## src/tnfa_pkg.sv

```systemverilog
// ----------------------------------------------------------------------------
// tnfa_pkg
// Shared widths, defaults and codes of the two-resource node fit allocator.
// ----------------------------------------------------------------------------
package tnfa_pkg;

    // Default sizing of the node pool
    localparam int NODES_DEF  = 128;
    localparam int CORES_DEF  = 24;
    localparam int MEMORY_DEF = 64;

    // Fixed field widths on the channels
    localparam int KIND_W   = 1;
    localparam int CORES_W  = 5;
    localparam int MEM_W    = 7;
    localparam int NODE_W   = 7;
    localparam int POLICY_W = 2;

    // Request kinds
    localparam logic [KIND_W-1:0] KIND_ALLOC   = 1'b0;
    localparam logic [KIND_W-1:0] KIND_RELEASE = 1'b1;

    // Node choice rules; the fourth code selects nothing
    typedef enum logic [POLICY_W-1:0] {
        POL_FIRST = 2'd0,
        POL_BEST  = 2'd1,
        POL_WORST = 2'd2
    } policy_t;

    // Sequencer states
    typedef enum logic [2:0] {
        ST_CLEAR,
        ST_IDLE,
        ST_SCAN,
        ST_PICK,
        ST_REL_RD,
        ST_REL_WR
    } state_t;

endpackage

```

## src/tnfa_req_if.sv

```systemverilog
// ----------------------------------------------------------------------------
// tnfa_req_if
// Request channel: allocate or release items with valid/ready handshake.
// ----------------------------------------------------------------------------
interface tnfa_req_if;

    logic                          valid;
    logic                          ready;
    logic [tnfa_pkg::KIND_W-1:0]   kind;
    logic [tnfa_pkg::CORES_W-1:0]  cores_needed;
    logic [tnfa_pkg::MEM_W-1:0]    memory_needed;
    logic [tnfa_pkg::NODE_W-1:0]   release_node;

    modport source (
        output valid,
        output kind,
        output cores_needed,
        output memory_needed,
        output release_node,
        input  ready
    );

    modport sink (
        input  valid,
        input  kind,
        input  cores_needed,
        input  memory_needed,
        input  release_node,
        output ready
    );

endinterface

```

## src/tnfa_rsp_if.sv

```systemverilog
// ----------------------------------------------------------------------------
// tnfa_rsp_if
// Response channel: one grant item per request with valid/ready handshake.
// ----------------------------------------------------------------------------
interface tnfa_rsp_if;

    logic                          valid;
    logic                          ready;
    logic                          granted;
    logic [tnfa_pkg::NODE_W-1:0]   node;
    logic [tnfa_pkg::CORES_W-1:0]  cores_left;
    logic [tnfa_pkg::MEM_W-1:0]    memory_left;

    modport source (
        output valid,
        output granted,
        output node,
        output cores_left,
        output memory_left,
        input  ready
    );

    modport sink (
        input  valid,
        input  granted,
        input  node,
        input  cores_left,
        input  memory_left,
        output ready
    );

endinterface

```

## src/two_resource_node_fit_allocator_unit.sv

```systemverilog
// ----------------------------------------------------------------------------
// two_resource_node_fit_allocator_unit
// Node pool allocator: first, best or worst fit over free cores and memory.
// ----------------------------------------------------------------------------
//
//  Channel   Direction  Handshake        Content
//  req       in         valid / ready    kind, cores_needed, memory_needed,
//                                        release_node
//  rsp       out        valid / ready    granted, node, cores_left, memory_left
//  cfg       in         cfg_wr_en        cfg_wr_data -> fit_policy
//
//  For an allocate item, one compare unit walks the node table one entry
//  per cycle through the registered read port of the table memory, then
//  the pick state debits the chosen node once rsp is free; then req.ready returns.
//  A release item runs through table read, saturating credit and write back.
//  After reset the table is filled with full capacity, entry by entry;
//  req.ready stays low meanwhile, config writes are taken at any time.
//  A result waits in the rsp register; the next item is taken while it waits,
//  and its own result holds back until rsp is free.
// ----------------------------------------------------------------------------
module two_resource_node_fit_allocator_unit #(
    parameter int NODES           = tnfa_pkg::NODES_DEF,
    parameter int CORES_PER_NODE  = tnfa_pkg::CORES_DEF,
    parameter int MEMORY_PER_NODE = tnfa_pkg::MEMORY_DEF
) (
    input  logic                            clk,
    input  logic                            rst_n,
    input  logic                            cfg_wr_en,
    input  logic [tnfa_pkg::POLICY_W-1:0]   cfg_wr_data,
    tnfa_req_if.sink                        req,
    tnfa_rsp_if.source                      rsp
);

    localparam int IW    = (NODES > 1) ? $clog2(NODES) : 1;
    localparam int CNT_W = $clog2(NODES + 1);
    localparam int CW    = $clog2(CORES_PER_NODE + 1);
    localparam int MW    = $clog2(MEMORY_PER_NODE + 1);
    localparam int CXW   = (CW > tnfa_pkg::CORES_W) ? CW : tnfa_pkg::CORES_W;
    localparam int MXW   = (MW > tnfa_pkg::MEM_W) ? MW : tnfa_pkg::MEM_W;
    localparam int LW    = ((CXW > MXW) ? CXW : MXW) + 1;
    localparam int DW    = CW + MW;

    localparam logic [CW-1:0]    FULL_C    = CW'(CORES_PER_NODE);
    localparam logic [MW-1:0]    FULL_M    = MW'(MEMORY_PER_NODE);
    localparam logic [CNT_W-1:0] CNT_LAST  = CNT_W'(NODES - 1);
    localparam logic [CNT_W-1:0] CNT_END   = CNT_W'(NODES);
    localparam logic [CXW:0]     CAP_C_EXT = (CXW + 1)'(CORES_PER_NODE);
    localparam logic [MXW:0]     CAP_M_EXT = (MXW + 1)'(MEMORY_PER_NODE);

    // Control state
    tnfa_pkg::state_t               state_reg, state_next;
    logic [CNT_W-1:0]               cnt_reg, cnt_next;
    logic                           cmp_vld_reg, cmp_vld_next;
    logic                           found_reg, found_next;
    logic [tnfa_pkg::POLICY_W-1:0]  policy_reg;
    logic                           rsp_valid_reg, rsp_valid_next;

    // Payload state
    logic [tnfa_pkg::CORES_W-1:0]   cn_reg, cn_next;
    logic [tnfa_pkg::MEM_W-1:0]     mn_reg, mn_next;
    logic [tnfa_pkg::NODE_W-1:0]    rn_reg, rn_next;
    logic                           rel_ok_reg, rel_ok_next;
    logic [IW-1:0]                  pick_reg, pick_next;
    logic [LW-1:0]                  pick_left_reg, pick_left_next;
    logic [CW-1:0]                  pick_c_reg, pick_c_next;
    logic [MW-1:0]                  pick_m_reg, pick_m_next;
    logic                           granted_reg, granted_next;
    logic [tnfa_pkg::NODE_W-1:0]    node_reg, node_next;
    logic [tnfa_pkg::CORES_W-1:0]   cores_left_reg, cores_left_next;
    logic [tnfa_pkg::MEM_W-1:0]     memory_left_reg, memory_left_next;

    // Node table
    logic [DW-1:0]                  table_mem [NODES];
    logic [DW-1:0]                  rd_data_reg;
    logic                           mem_we;
    logic [IW-1:0]                  mem_waddr;
    logic [DW-1:0]                  mem_wdata;
    logic                           mem_re;
    logic [IW-1:0]                  mem_raddr;

    // Shared compare unit and credit path
    logic [CW-1:0]                  rd_c;
    logic [MW-1:0]                  rd_m;
    logic [CXW-1:0]                 cx, cnx;
    logic [MXW-1:0]                 mx, mnx;
    logic                           fits;
    logic [LW-1:0]                  left;
    logic                           policy_ok;
    logic                           take;
    logic [CXW:0]                   sum_c;
    logic [MXW:0]                   sum_m;
    logic [CW-1:0]                  credit_c;
    logic [MW-1:0]                  credit_m;
    logic [CW-1:0]                  debit_c;
    logic [MW-1:0]                  debit_m;
    logic                           rsp_free;
    logic                           rsp_load;
    logic                           accept;
    logic                           in_range;

    assign req.ready       = (state_reg == tnfa_pkg::ST_IDLE);
    assign accept          = req.valid && req.ready;
    assign rsp_free        = !rsp_valid_reg || rsp.ready;

    assign rsp.valid       = rsp_valid_reg;
    assign rsp.granted     = granted_reg;
    assign rsp.node        = node_reg;
    assign rsp.cores_left  = cores_left_reg;
    assign rsp.memory_left = memory_left_reg;

    assign in_range = (int'(req.release_node) < NODES);

    // ------------------------------------------------------------------
    // Table memory: one write port, one registered read port
    // ------------------------------------------------------------------
    always_ff @(posedge clk)
    begin
        if (mem_we)
        begin
            table_mem[mem_waddr] <= mem_wdata;
        end
    end

    always_ff @(posedge clk)
    begin
        if (mem_re)
        begin
            rd_data_reg <= table_mem[mem_raddr];
        end
    end

    // ------------------------------------------------------------------
    // Compare unit
    // ------------------------------------------------------------------
    assign rd_c = rd_data_reg[DW-1:MW];
    assign rd_m = rd_data_reg[MW-1:0];
    assign cx   = CXW'(rd_c);
    assign cnx  = CXW'(cn_reg);
    assign mx   = MXW'(rd_m);
    assign mnx  = MXW'(mn_reg);
    assign fits = (cx >= cnx) && (mx >= mnx);
    assign left = LW'(cx - cnx) + LW'(mx - mnx);

    assign policy_ok = (policy_reg == tnfa_pkg::POL_FIRST)
                    || (policy_reg == tnfa_pkg::POL_BEST)
                    || (policy_reg == tnfa_pkg::POL_WORST);

    // first fit stops updating once a node is held
    assign take = cmp_vld_reg && fits && policy_ok &&
                  (!found_reg
                   || ((policy_reg == tnfa_pkg::POL_BEST)  && (left < pick_left_reg))
                   || ((policy_reg == tnfa_pkg::POL_WORST) && (left > pick_left_reg)));

    // Saturating credit for release
    assign sum_c    = (CXW + 1)'(rd_c) + (CXW + 1)'(cn_reg);
    assign sum_m    = (MXW + 1)'(rd_m) + (MXW + 1)'(mn_reg);
    assign credit_c = (sum_c > CAP_C_EXT) ? FULL_C : CW'(sum_c);
    assign credit_m = (sum_m > CAP_M_EXT) ? FULL_M : MW'(sum_m);

    // Debit of the chosen node; demand is known to fit here
    assign debit_c = pick_c_reg - CW'(cn_reg);
    assign debit_m = pick_m_reg - MW'(mn_reg);

    // ------------------------------------------------------------------
    // Next state
    // ------------------------------------------------------------------
    always_comb
    begin
        state_next = state_reg;
        unique case (state_reg)
            tnfa_pkg::ST_CLEAR:
            begin
                if (cnt_reg == CNT_LAST)
                begin
                    state_next = tnfa_pkg::ST_IDLE;
                end
            end
            tnfa_pkg::ST_IDLE:
            begin
                if (accept)
                begin
                    if (req.kind == tnfa_pkg::KIND_RELEASE)
                    begin
                        state_next = tnfa_pkg::ST_REL_RD;
                    end
                    else
                    begin
                        state_next = tnfa_pkg::ST_SCAN;
                    end
                end
            end
            tnfa_pkg::ST_SCAN:
            begin
                if (cnt_reg == CNT_END)
                begin
                    state_next = tnfa_pkg::ST_PICK;
                end
            end
            tnfa_pkg::ST_PICK:
            begin
                if (rsp_free)
                begin
                    state_next = tnfa_pkg::ST_IDLE;
                end
            end
            tnfa_pkg::ST_REL_RD:
            begin
                state_next = tnfa_pkg::ST_REL_WR;
            end
            tnfa_pkg::ST_REL_WR:
            begin
                if (rsp_free)
                begin
                    state_next = tnfa_pkg::ST_IDLE;
                end
            end
            default:
            begin
                state_next = tnfa_pkg::ST_IDLE;
            end
        endcase
    end

    // ------------------------------------------------------------------
    // Sequencer outputs: memory ports and response load
    // ------------------------------------------------------------------
    always_comb
    begin
        mem_we           = 1'b0;
        mem_waddr        = cnt_reg[IW-1:0];
        mem_wdata        = {FULL_C, FULL_M};
        mem_re           = 1'b0;
        mem_raddr        = cnt_reg[IW-1:0];
        rsp_load         = 1'b0;
        granted_next     = 1'b0;
        node_next        = '0;
        cores_left_next  = '0;
        memory_left_next = '0;
        unique case (state_reg)
            tnfa_pkg::ST_CLEAR:
            begin
                mem_we = 1'b1;
            end
            tnfa_pkg::ST_IDLE:
            begin
            end
            tnfa_pkg::ST_SCAN:
            begin
                mem_re = (cnt_reg != CNT_END);
            end
            tnfa_pkg::ST_PICK:
            begin
                rsp_load = rsp_free;
                if (found_reg)
                begin
                    mem_we           = rsp_free;
                    mem_waddr        = pick_reg;
                    mem_wdata        = {debit_c, debit_m};
                    granted_next     = 1'b1;
                    node_next        = tnfa_pkg::NODE_W'(pick_reg);
                    cores_left_next  = tnfa_pkg::CORES_W'(debit_c);
                    memory_left_next = tnfa_pkg::MEM_W'(debit_m);
                end
            end
            tnfa_pkg::ST_REL_RD:
            begin
                mem_re    = rel_ok_reg;
                mem_raddr = IW'(rn_reg);
            end
            tnfa_pkg::ST_REL_WR:
            begin
                rsp_load  = rsp_free;
                node_next = rn_reg;
                if (rel_ok_reg)
                begin
                    mem_we           = rsp_free;
                    mem_waddr        = IW'(rn_reg);
                    mem_wdata        = {credit_c, credit_m};
                    granted_next     = 1'b1;
                    cores_left_next  = tnfa_pkg::CORES_W'(credit_c);
                    memory_left_next = tnfa_pkg::MEM_W'(credit_m);
                end
            end
            default:
            begin
            end
        endcase
    end

    // ------------------------------------------------------------------
    // Datapath next values
    // ------------------------------------------------------------------
    always_comb
    begin
        cnt_next       = cnt_reg;
        cmp_vld_next   = 1'b0;
        found_next     = found_reg;
        pick_next      = pick_reg;
        pick_left_next = pick_left_reg;
        pick_c_next    = pick_c_reg;
        pick_m_next    = pick_m_reg;
        cn_next        = cn_reg;
        mn_next        = mn_reg;
        rn_next        = rn_reg;
        rel_ok_next    = rel_ok_reg;
        rsp_valid_next = rsp_valid_reg;

        if (rsp_valid_reg && rsp.ready)
        begin
            rsp_valid_next = 1'b0;
        end
        if (rsp_load)
        begin
            rsp_valid_next = 1'b1;
        end

        unique case (state_reg)
            tnfa_pkg::ST_CLEAR:
            begin
                cnt_next = (cnt_reg == CNT_LAST) ? '0 : cnt_reg + 1'b1;
            end
            tnfa_pkg::ST_IDLE:
            begin
                if (accept)
                begin
                    cnt_next    = '0;
                    found_next  = 1'b0;
                    cn_next     = req.cores_needed;
                    mn_next     = req.memory_needed;
                    rn_next     = req.release_node;
                    rel_ok_next = in_range;
                end
            end
            tnfa_pkg::ST_SCAN:
            begin
                // issue the next read while the previous entry is compared
                if (cnt_reg != CNT_END)
                begin
                    cnt_next     = cnt_reg + 1'b1;
                    cmp_vld_next = 1'b1;
                end
                if (take)
                begin
                    found_next     = 1'b1;
                    pick_next      = cnt_reg[IW-1:0] - 1'b1;
                    pick_left_next = left;
                    pick_c_next    = rd_c;
                    pick_m_next    = rd_m;
                end
            end
            tnfa_pkg::ST_PICK,
            tnfa_pkg::ST_REL_RD,
            tnfa_pkg::ST_REL_WR:
            begin
            end
            default:
            begin
            end
        endcase
    end

    // ------------------------------------------------------------------
    // Registers
    // ------------------------------------------------------------------
    always_ff @(posedge clk or negedge rst_n)
    begin
        if (!rst_n)
        begin
            state_reg     <= tnfa_pkg::ST_CLEAR;
            cnt_reg       <= '0;
            cmp_vld_reg   <= 1'b0;
            found_reg     <= 1'b0;
            policy_reg    <= tnfa_pkg::POL_FIRST;
            rsp_valid_reg <= 1'b0;
        end
        else
        begin
            state_reg     <= state_next;
            cnt_reg       <= cnt_next;
            cmp_vld_reg   <= cmp_vld_next;
            found_reg     <= found_next;
            rsp_valid_reg <= rsp_valid_next;
            if (cfg_wr_en)
            begin
                policy_reg <= cfg_wr_data;
            end
        end
    end

    always_ff @(posedge clk)
    begin
        pick_reg      <= pick_next;
        pick_left_reg <= pick_left_next;
        pick_c_reg    <= pick_c_next;
        pick_m_reg    <= pick_m_next;
        cn_reg        <= cn_next;
        mn_reg        <= mn_next;
        rn_reg        <= rn_next;
        rel_ok_reg    <= rel_ok_next;
        if (rsp_load)
        begin
            granted_reg     <= granted_next;
            node_reg        <= node_next;
            cores_left_reg  <= cores_left_next;
            memory_left_reg <= memory_left_next;
        end
    end

endmodule

```

## src/flat_wrapper.sv

```systemverilog
// flat-port wrapper written by rule: the top's interface ports become plain ports
module two_resource_node_fit_allocator_unit_flat 
#(
    parameter int NODES           = tnfa_pkg::NODES_DEF,
    parameter int CORES_PER_NODE  = tnfa_pkg::CORES_DEF,
    parameter int MEMORY_PER_NODE = tnfa_pkg::MEMORY_DEF
)
  (clk, rst_n, cfg_wr_en, cfg_wr_data, req_valid, req_kind, req_cores_needed, req_memory_needed, req_release_node, req_ready, rsp_valid, rsp_granted, rsp_node, rsp_cores_left, rsp_memory_left, rsp_ready);
  tnfa_req_if req_i ();
  tnfa_rsp_if rsp_i ();
  input  logic clk;
  input  logic rst_n;
  input  logic cfg_wr_en;
  input  logic [tnfa_pkg::POLICY_W-1:0] cfg_wr_data;
  input wire logic [$bits(req_i.valid)-1:0] req_valid;
  input wire logic [$bits(req_i.kind)-1:0] req_kind;
  input wire logic [$bits(req_i.cores_needed)-1:0] req_cores_needed;
  input wire logic [$bits(req_i.memory_needed)-1:0] req_memory_needed;
  input wire logic [$bits(req_i.release_node)-1:0] req_release_node;
  output wire logic [$bits(req_i.ready)-1:0] req_ready;
  output wire logic [$bits(rsp_i.valid)-1:0] rsp_valid;
  output wire logic [$bits(rsp_i.granted)-1:0] rsp_granted;
  output wire logic [$bits(rsp_i.node)-1:0] rsp_node;
  output wire logic [$bits(rsp_i.cores_left)-1:0] rsp_cores_left;
  output wire logic [$bits(rsp_i.memory_left)-1:0] rsp_memory_left;
  input wire logic [$bits(rsp_i.ready)-1:0] rsp_ready;
  assign req_i.valid = req_valid;
  assign req_i.kind = req_kind;
  assign req_i.cores_needed = req_cores_needed;
  assign req_i.memory_needed = req_memory_needed;
  assign req_i.release_node = req_release_node;
  assign req_ready = req_i.ready;
  assign rsp_valid = rsp_i.valid;
  assign rsp_granted = rsp_i.granted;
  assign rsp_node = rsp_i.node;
  assign rsp_cores_left = rsp_i.cores_left;
  assign rsp_memory_left = rsp_i.memory_left;
  assign rsp_i.ready = rsp_ready;
  two_resource_node_fit_allocator_unit #(.NODES(NODES), .CORES_PER_NODE(CORES_PER_NODE), .MEMORY_PER_NODE(MEMORY_PER_NODE)) u_core (.clk(clk), .rst_n(rst_n), .cfg_wr_en(cfg_wr_en), .cfg_wr_data(cfg_wr_data), .req(req_i), .rsp(rsp_i));
endmodule
```

## config.mk

```make
export PLATFORM = sky130hd
export DESIGN_NAME = two_resource_node_fit_allocator_unit_flat
export DESIGN_NICKNAME = d
export VERILOG_FILES = /design/src/tnfa_pkg.sv /design/src/tnfa_req_if.sv /design/src/tnfa_rsp_if.sv /design/src/two_resource_node_fit_allocator_unit.sv /design/src/flat_wrapper.sv
export SDC_FILE = /design/constraint.sdc
export NUM_CORES = 2
export LEC_CHECK = 0
export BUFFER_PORTS_ARGS = -buffer_cell sky130_fd_sc_hd__buf_2
export CAP_MARGIN = 25
export CORE_ASPECT_RATIO = 1.4
export CORE_UTILIZATION = 35
export CTS_CLUSTER_DIAMETER = 80
export DETAILED_ROUTE_END_ITERATION = 7
export PLACE_DENSITY = 0.59
export SYNTH_ARGS = -nofsm -noshare
export SYNTH_HDL_FRONTEND = slang
export SYNTH_SLANG_ARGS = --single-unit
```

## constraint.sdc

```tcl
create_clock -name clk -period 14.6 [get_ports clk]
set_input_delay 2.92 -clock clk [delete_from_list [all_inputs] [get_ports clk]]
set_output_delay 2.92 -clock clk [all_outputs]
set_load 0.01 [all_outputs]
```

Word-level counts from Yosys, hierarchy flattened
Memory sizes are Yosys's and may differ from the RTL's. A register that Yosys moved wholly into a read port is not among the register bits. Cells that the tools add are included.

Flip-flop bits (word level): 82. Memory bits (writable): 1536. Input port bits: 27. Output and inout port bits: 22. Word-level logic and storage cells: 113. Memories: 1.

Memory list: u_core.table_mem (depth 128, width 12, read ports 1, clocked after memory_dff 1, wr ports 1, RTL line two_resource_node_fit_allocator_unit.sv:73) `logic [DW-1:0] table_mem [NODES];`.

Add/sub/neg operators: 9. $lt $le $gt $ge: 6. Eq/ne operators: 16. Mux-type cells: 38. Reductions and logical operators: 26.

Operator list (count): $pmux W7 S2 (3); $mux W7 (5); $mux W8 (3); $pmux W12 S2 (1); $pmux W8 S3 (1); $mux W3 (5); $pmux W3 S5 (1); $mux W12 (1); $mux W1 (11); $mux W5 (2); $ne A2 B1 Y1 const B (5); $pmux W5 S2 (1); $add A7 B7 Y8 (1); $add A8 B1 Y8 const B (1); $add A8 B8 Y8 (1); $eq A8 B7 Y1 const B (1); $eq A8 B8 Y1 const B (1); $gt A8 B7 Y1 const B (1); $gt A8 B8 Y1 (1); $logic_and A1 B1 Y1 (8); $lt A8 B8 Y1 (1); $ne A8 B8 Y1 const B (1); $sub A7 B7 Y8 (1); $ge A7 B7 Y1 (1); 25 further kinds (37).

Logic depth before layout (Yosys ltp)
Depth in word-level cells: 9. Mapped depth: 19. Gate-level depth less buffers: 19.

Worst setup path before layout
No wires, ideal clock.

Path kind: reg2reg. From: register u_core.rd_data_reg[1], read port of u_core.table_mem. To: register u_core.memory_left_reg (netlist bit u_core.rsp.memory_left[1]) (data pin). Setup time: 1205 ps. Arrival: 7130 ps. Required time: 13395 ps. Setup slack: 6265 ps. Cell stages (with the launch flop): 9. Path buffers: 0. Clock period less this slack: 8335 ps. Path through: edfxtp_1 -> ha_1 -> nand2b_1 -> a21oi_1 -> o21bai_1 -> a21oi_1 -> o31a_1 -> or4b_2 -> o21ai_0.

Word-level cells in the longest chain between the ends: 4.

RTL lines: from (decl) (RTL line two_resource_node_fit_allocator_unit.sv:74) `logic [DW-1:0] rd_data_reg;`; $add A7 B7 Y8 * (RTL line two_resource_node_fit_allocator_unit.sv:156) `assign sum_m = (MXW + 1)'(rd_m) + (MXW + 1)'(mn_reg);`; $gt A8 B7 Y1 (RTL line two_resource_node_fit_allocator_unit.sv:158) `assign credit_m = (sum_m > CAP_M_EXT) ? FULL_M : MW'(sum_m);`; $mux W7 * (RTL line two_resource_node_fit_allocator_unit.sv:158); $pmux W7 S2 * (RTL line two_resource_node_fit_allocator_unit.sv:239) `unique case (state_reg)`; to (signal assigned) (RTL line two_resource_node_fit_allocator_unit.sv:405) `memory_left_reg <= memory_left_next;`; to (decl) (RTL line two_resource_node_fit_allocator_unit.sv:70) `logic [tnfa_pkg::MEM_W-1:0] memory_left_reg, memory_left_next;`.

Mark *: on every way between the ends. The rest lies on a longest branch, timed or not. A chain may end at the register's enable or synchronous reset.

Final worst setup path
From: input port rsp_ready. To: memory u_core.table_mem[51][11] (netlist name) (enable).

Word-level cells in the longest chain between the ends: 5.

RTL lines: from (decl) (RTL line flat_wrapper.sv:26) `input wire logic [$bits(rsp_i.ready)-1:0] rsp_ready;`; $logic_or A1 B1 Y1 * (RTL line two_resource_node_fit_allocator_unit.sv:103) `assign rsp_free = !rsp_valid_reg || rsp.ready;`; $mux W1 (RTL line two_resource_node_fit_allocator_unit.sv:254) `if (found_reg)`; $pmux W1 S3 * (RTL line two_resource_node_fit_allocator_unit.sv:239); $mux W1 * (RTL line two_resource_node_fit_allocator_unit.sv:118) `if (mem_we)`; $mux W1 (not written as such) * (RTL line two_resource_node_fit_allocator_unit.sv:120) `table_mem[mem_waddr] <= mem_wdata;`; to (decl) (RTL line two_resource_node_fit_allocator_unit.sv:73).

Marked as above.

==> results_dict.tcl <==
set metrics [dict create \
    wl_met1_um 73790 \
    grt_max_degree 162 \
    critPathMaxStageDelay_ns 1.17 \
    post-dp-hpwl_um 117900 \
    route.met2.wl_um 98080 \
    drt_first_pass_iters 8 \
    layout_common_cells "edfxtp_1 (1614), mux2i_1 (405), nand2_1 (369), inv_1 (216), a211oi_1 (210)" \
    place.gp.congestion 0.9232 \
    syn_area_mm2 0.06751 \
    synthCells 4412 \
    status "finished clean" \
    path_class "input port to flip-flop" \
    synth.distinct_cells 70 \
    cts_buffers 153 \
    antenna_found_initial 3 \
    place_inst 6773 \
    fillers 17450 \
    clk_latency_ns 0.84 \
    num_vias 39270 \
    finalHoldViolCount 0 \
    seqPwrFrac 0.373 \
    cts_resized 0 \
    ys_ff_latch 1630 \
    pin_count 49 \
    p_int_mw 9.409 \
    finalNetCount 4564 \
    async_reset_ff_frac 0.009816 \
    layout_commonest_cell "edfxtp_1" \
    tritoncts "built" \
    p_total_mw 15.02 \
    grt_pass1_vias 38610 \
    final_cells 7078 \
    setup-tns-final_ns 0 \
    slew_headroom 0.1930 \
    power_frac_comb 0.366 \
    post_cts_buffers 0 \
    yosys.area.top_type "edfxtp_1" \
    hold_path.class "flip-flop to flip-flop" \
    clk_root_buffer_cell "clkbuf_16" \
    viasPerCell 5.549 \
    hold_ws_ns 0.5892 \
    yosysSeqAreaShare 0.7238 \
    fmax_mhz 162.7 \
    hold_buffers 0 \
    skew_ns 0.06930 \
    yosysWarnings 0 \
    p_sw_mw 5.607 \
    synth.area.top_cells "edfxtp_1 (72%), mux2i_1 (6.1%), a2111oi_0 (2.6%), a211oi_1 (2.3%), nand2_1 (2.1%)" \
    min_period_ns 6.146 \
    clk_path_buf_depth 4 \
    crit_arrival_ns 6.56 \
    p_leak_nw 25.62 \
    route.detailed.drc 0 \
    critPathSlowestCell "nor2_1" \
    synth-edff-count 1614 \
    utilization 0.3957 \
    synth_top_flop_cell "edfxtp_1" \
    path_buf_inv 1 \
    area_growth_pct 12.32 \
    fin_crit_sh 0.4210 \
    maxCapViolations 0 \
    drtIter0Drc 4133 \
    share_clk_of_total_power 0.261 \
    highest-signal-layer "met5" \
    grtUsageTotal 0.1944 \
    clk_pin_slew_worst_paths_ns 0.07 \
    end_kind "flip-flop" \
    synth_top_area_frac 0.7179 \
    die-area_mm2 0.1947 \
    setup_viol 0 \
    required_ns 15.01 \
    die_y_um 521.7 \
    numClockSinks 1630 \
    overflow 0 \
    peakVddDrop_mv 0.1860 \
    synth.avg_cell_area_um2 15.30 \
    die_x_um 373.2 \
    drive_gt1_frac 0.1205 \
    startpoint_type "input port" \
    maxSlewViolCount 0 \
    worstPathCellList "buf_2, nand2b_1, nand2_1, o22a_1, o22ai_1, nand3_2, nor2_1" \
    cpLargestDelayFamily "simple AND/OR/NAND/NOR gates" \
    start_util 0.3523 \
    synth_fp_nets 4503 \
    wl_per_cell_um 27.40 \
    largest_reg_flops 1536 \
    switching_share 0.3734 \
    num_rows 190 \
    io_buffers 48 \
    path_max_fanout 13 \
    powerDensity_mw_per_mm2 198.0 \
    tightest_slew_ns 1.180 \
    ant_nets 0 \
    coreArea_mm2 0.1916 \
    cts_max_level 4 \
    rsz0062_at_grt "no" \
    grt_pass1_wl_um 276400 \
    wl_met3_um 11390 \
    wirelength_um 193900 \
]
final cells by class:
| cell class | count | area [um^2] | area share |
|---|---|---|---|
| Antenna cell | 1 | 2.502 | 0.00003300 |
| Clock buffer | 179 | 4033 | 0.05318 |
| Clock inverter | 84 | 762.0 | 0.01005 |
| Inverter | 216 | 810.8 | 0.01069 |
| Multi-Input combinational cell | 2272 | 16730 | 0.2206 |
| Sequential cell | 1630 | 48870 | 0.6445 |
| Tap cell | 2496 | 3123 | 0.04119 |
| Timing Repair Buffer | 200 | 1495 | 0.01972 |
through the flow:
step                instance area, um^2  setup WS (ns)
finish                            75830          8.454
global route                      75830          8.338
CTS                               75460          8.499
detailed placement                70670          7.704
global placement                  70570          7.778
floorplan                         67510          6.265
path summary, 6_finish.rpt:
check,slack [ns],end,from,depth (start not counted)
setup / recovery,8.45,u_core.table_mem[51][11],rsp_ready,7
hold / removal,0.59,u_core.rsp.valid,u_core.rsp.valid,2
setup reg to reg,8.46,u_core.rd_data_reg[10],u_core.state_reg[1],9
hold reg to reg,0.59,u_core.rsp.valid,u_core.rsp.valid,2
max in group asynchronous,12.17,u_core.cnt_reg[1],rst_n,1
min in group asynchronous,2.06,u_core.cnt_reg[4],rst_n,1
cell families (layout without fill, tap and decap cells):
| logic type | Yosys count | after routing | synth area share |
|---|---|---|---|
| DFF | 1630 | 1630 | 0.7238 |
| buffers and inverters | 510 | 679 | 0.03228 |
| other | 0 | 1 | 0 |
| adders and majority gates | 64 | 64 | 0.01297 |
| AOI/OAI and AO/OA | 852 | 852 | 0.09337 |
| and+or+nand+nor | 803 | 803 | 0.05426 |
| muxes | 516 | 516 | 0.07849 |
| xor gates and xnor gates | 37 | 37 | 0.004800 |
cell usage after synthesis, types with 7 or more instances:
library cell,instances
a41oi_1,12
a211oi_1,211
nand2b_1,16
edfxtp_1,1614
o21bai_1,9
nand2_1,370
nor2_1,177
a22o_1,7
a21oi_1,106
nand3_1,132
mux2i_1,411
a31oi_1,24
and3_1,7
buf_2,71
a21o_1,29
inv_1,216
fa_1,10
nor3b_1,8
buf_1,15
mux2_2,104
and4_1,11
dfrtp_1,16
buf_4,27
nor2b_1,8
xor2_1,14
ha_1,54
nor4bb_1,24
o2111ai_1,25
o21ai_0,51
a311oi_1,25
buf_6,10
a222oi_1,22
nand3b_1,10
o22ai_1,101
and2_1,7
clkbuf_1,171
xnor2_1,23
nand4_1,12
a2111oi_0,204
routing by layer:
metal,up-vias,track usage
li1,17380,-
met2,1632,0.3417
met5,-,0
met1,19830,0.2327
met3,423,0.02446
met4,2,0.1016
power by group through the flow:
| stage | combinational, mW | sequential [mW] | clock, mW |
|---|---|---|---|
| floorplan | 3.47 | 5.65 | 0 |
| global placement | 5.37 | 5.70 | 0 |
| detailed placement | 5.42 | 5.70 | 0 |
| CTS | 5.44 | 5.60 | 3.97 |
| global route | 5.80 | 5.61 | 4.12 |
| finish | 5.50 | 5.60 | 3.92 |
tightest hold or removal path, stage by stage (launching register included):
cell and delay [ns]:
dfrtp_1 0.36, nand2b_1 0.11, nand2_1 0.09
No activity file was read; power rests on OpenSTA's default activity.
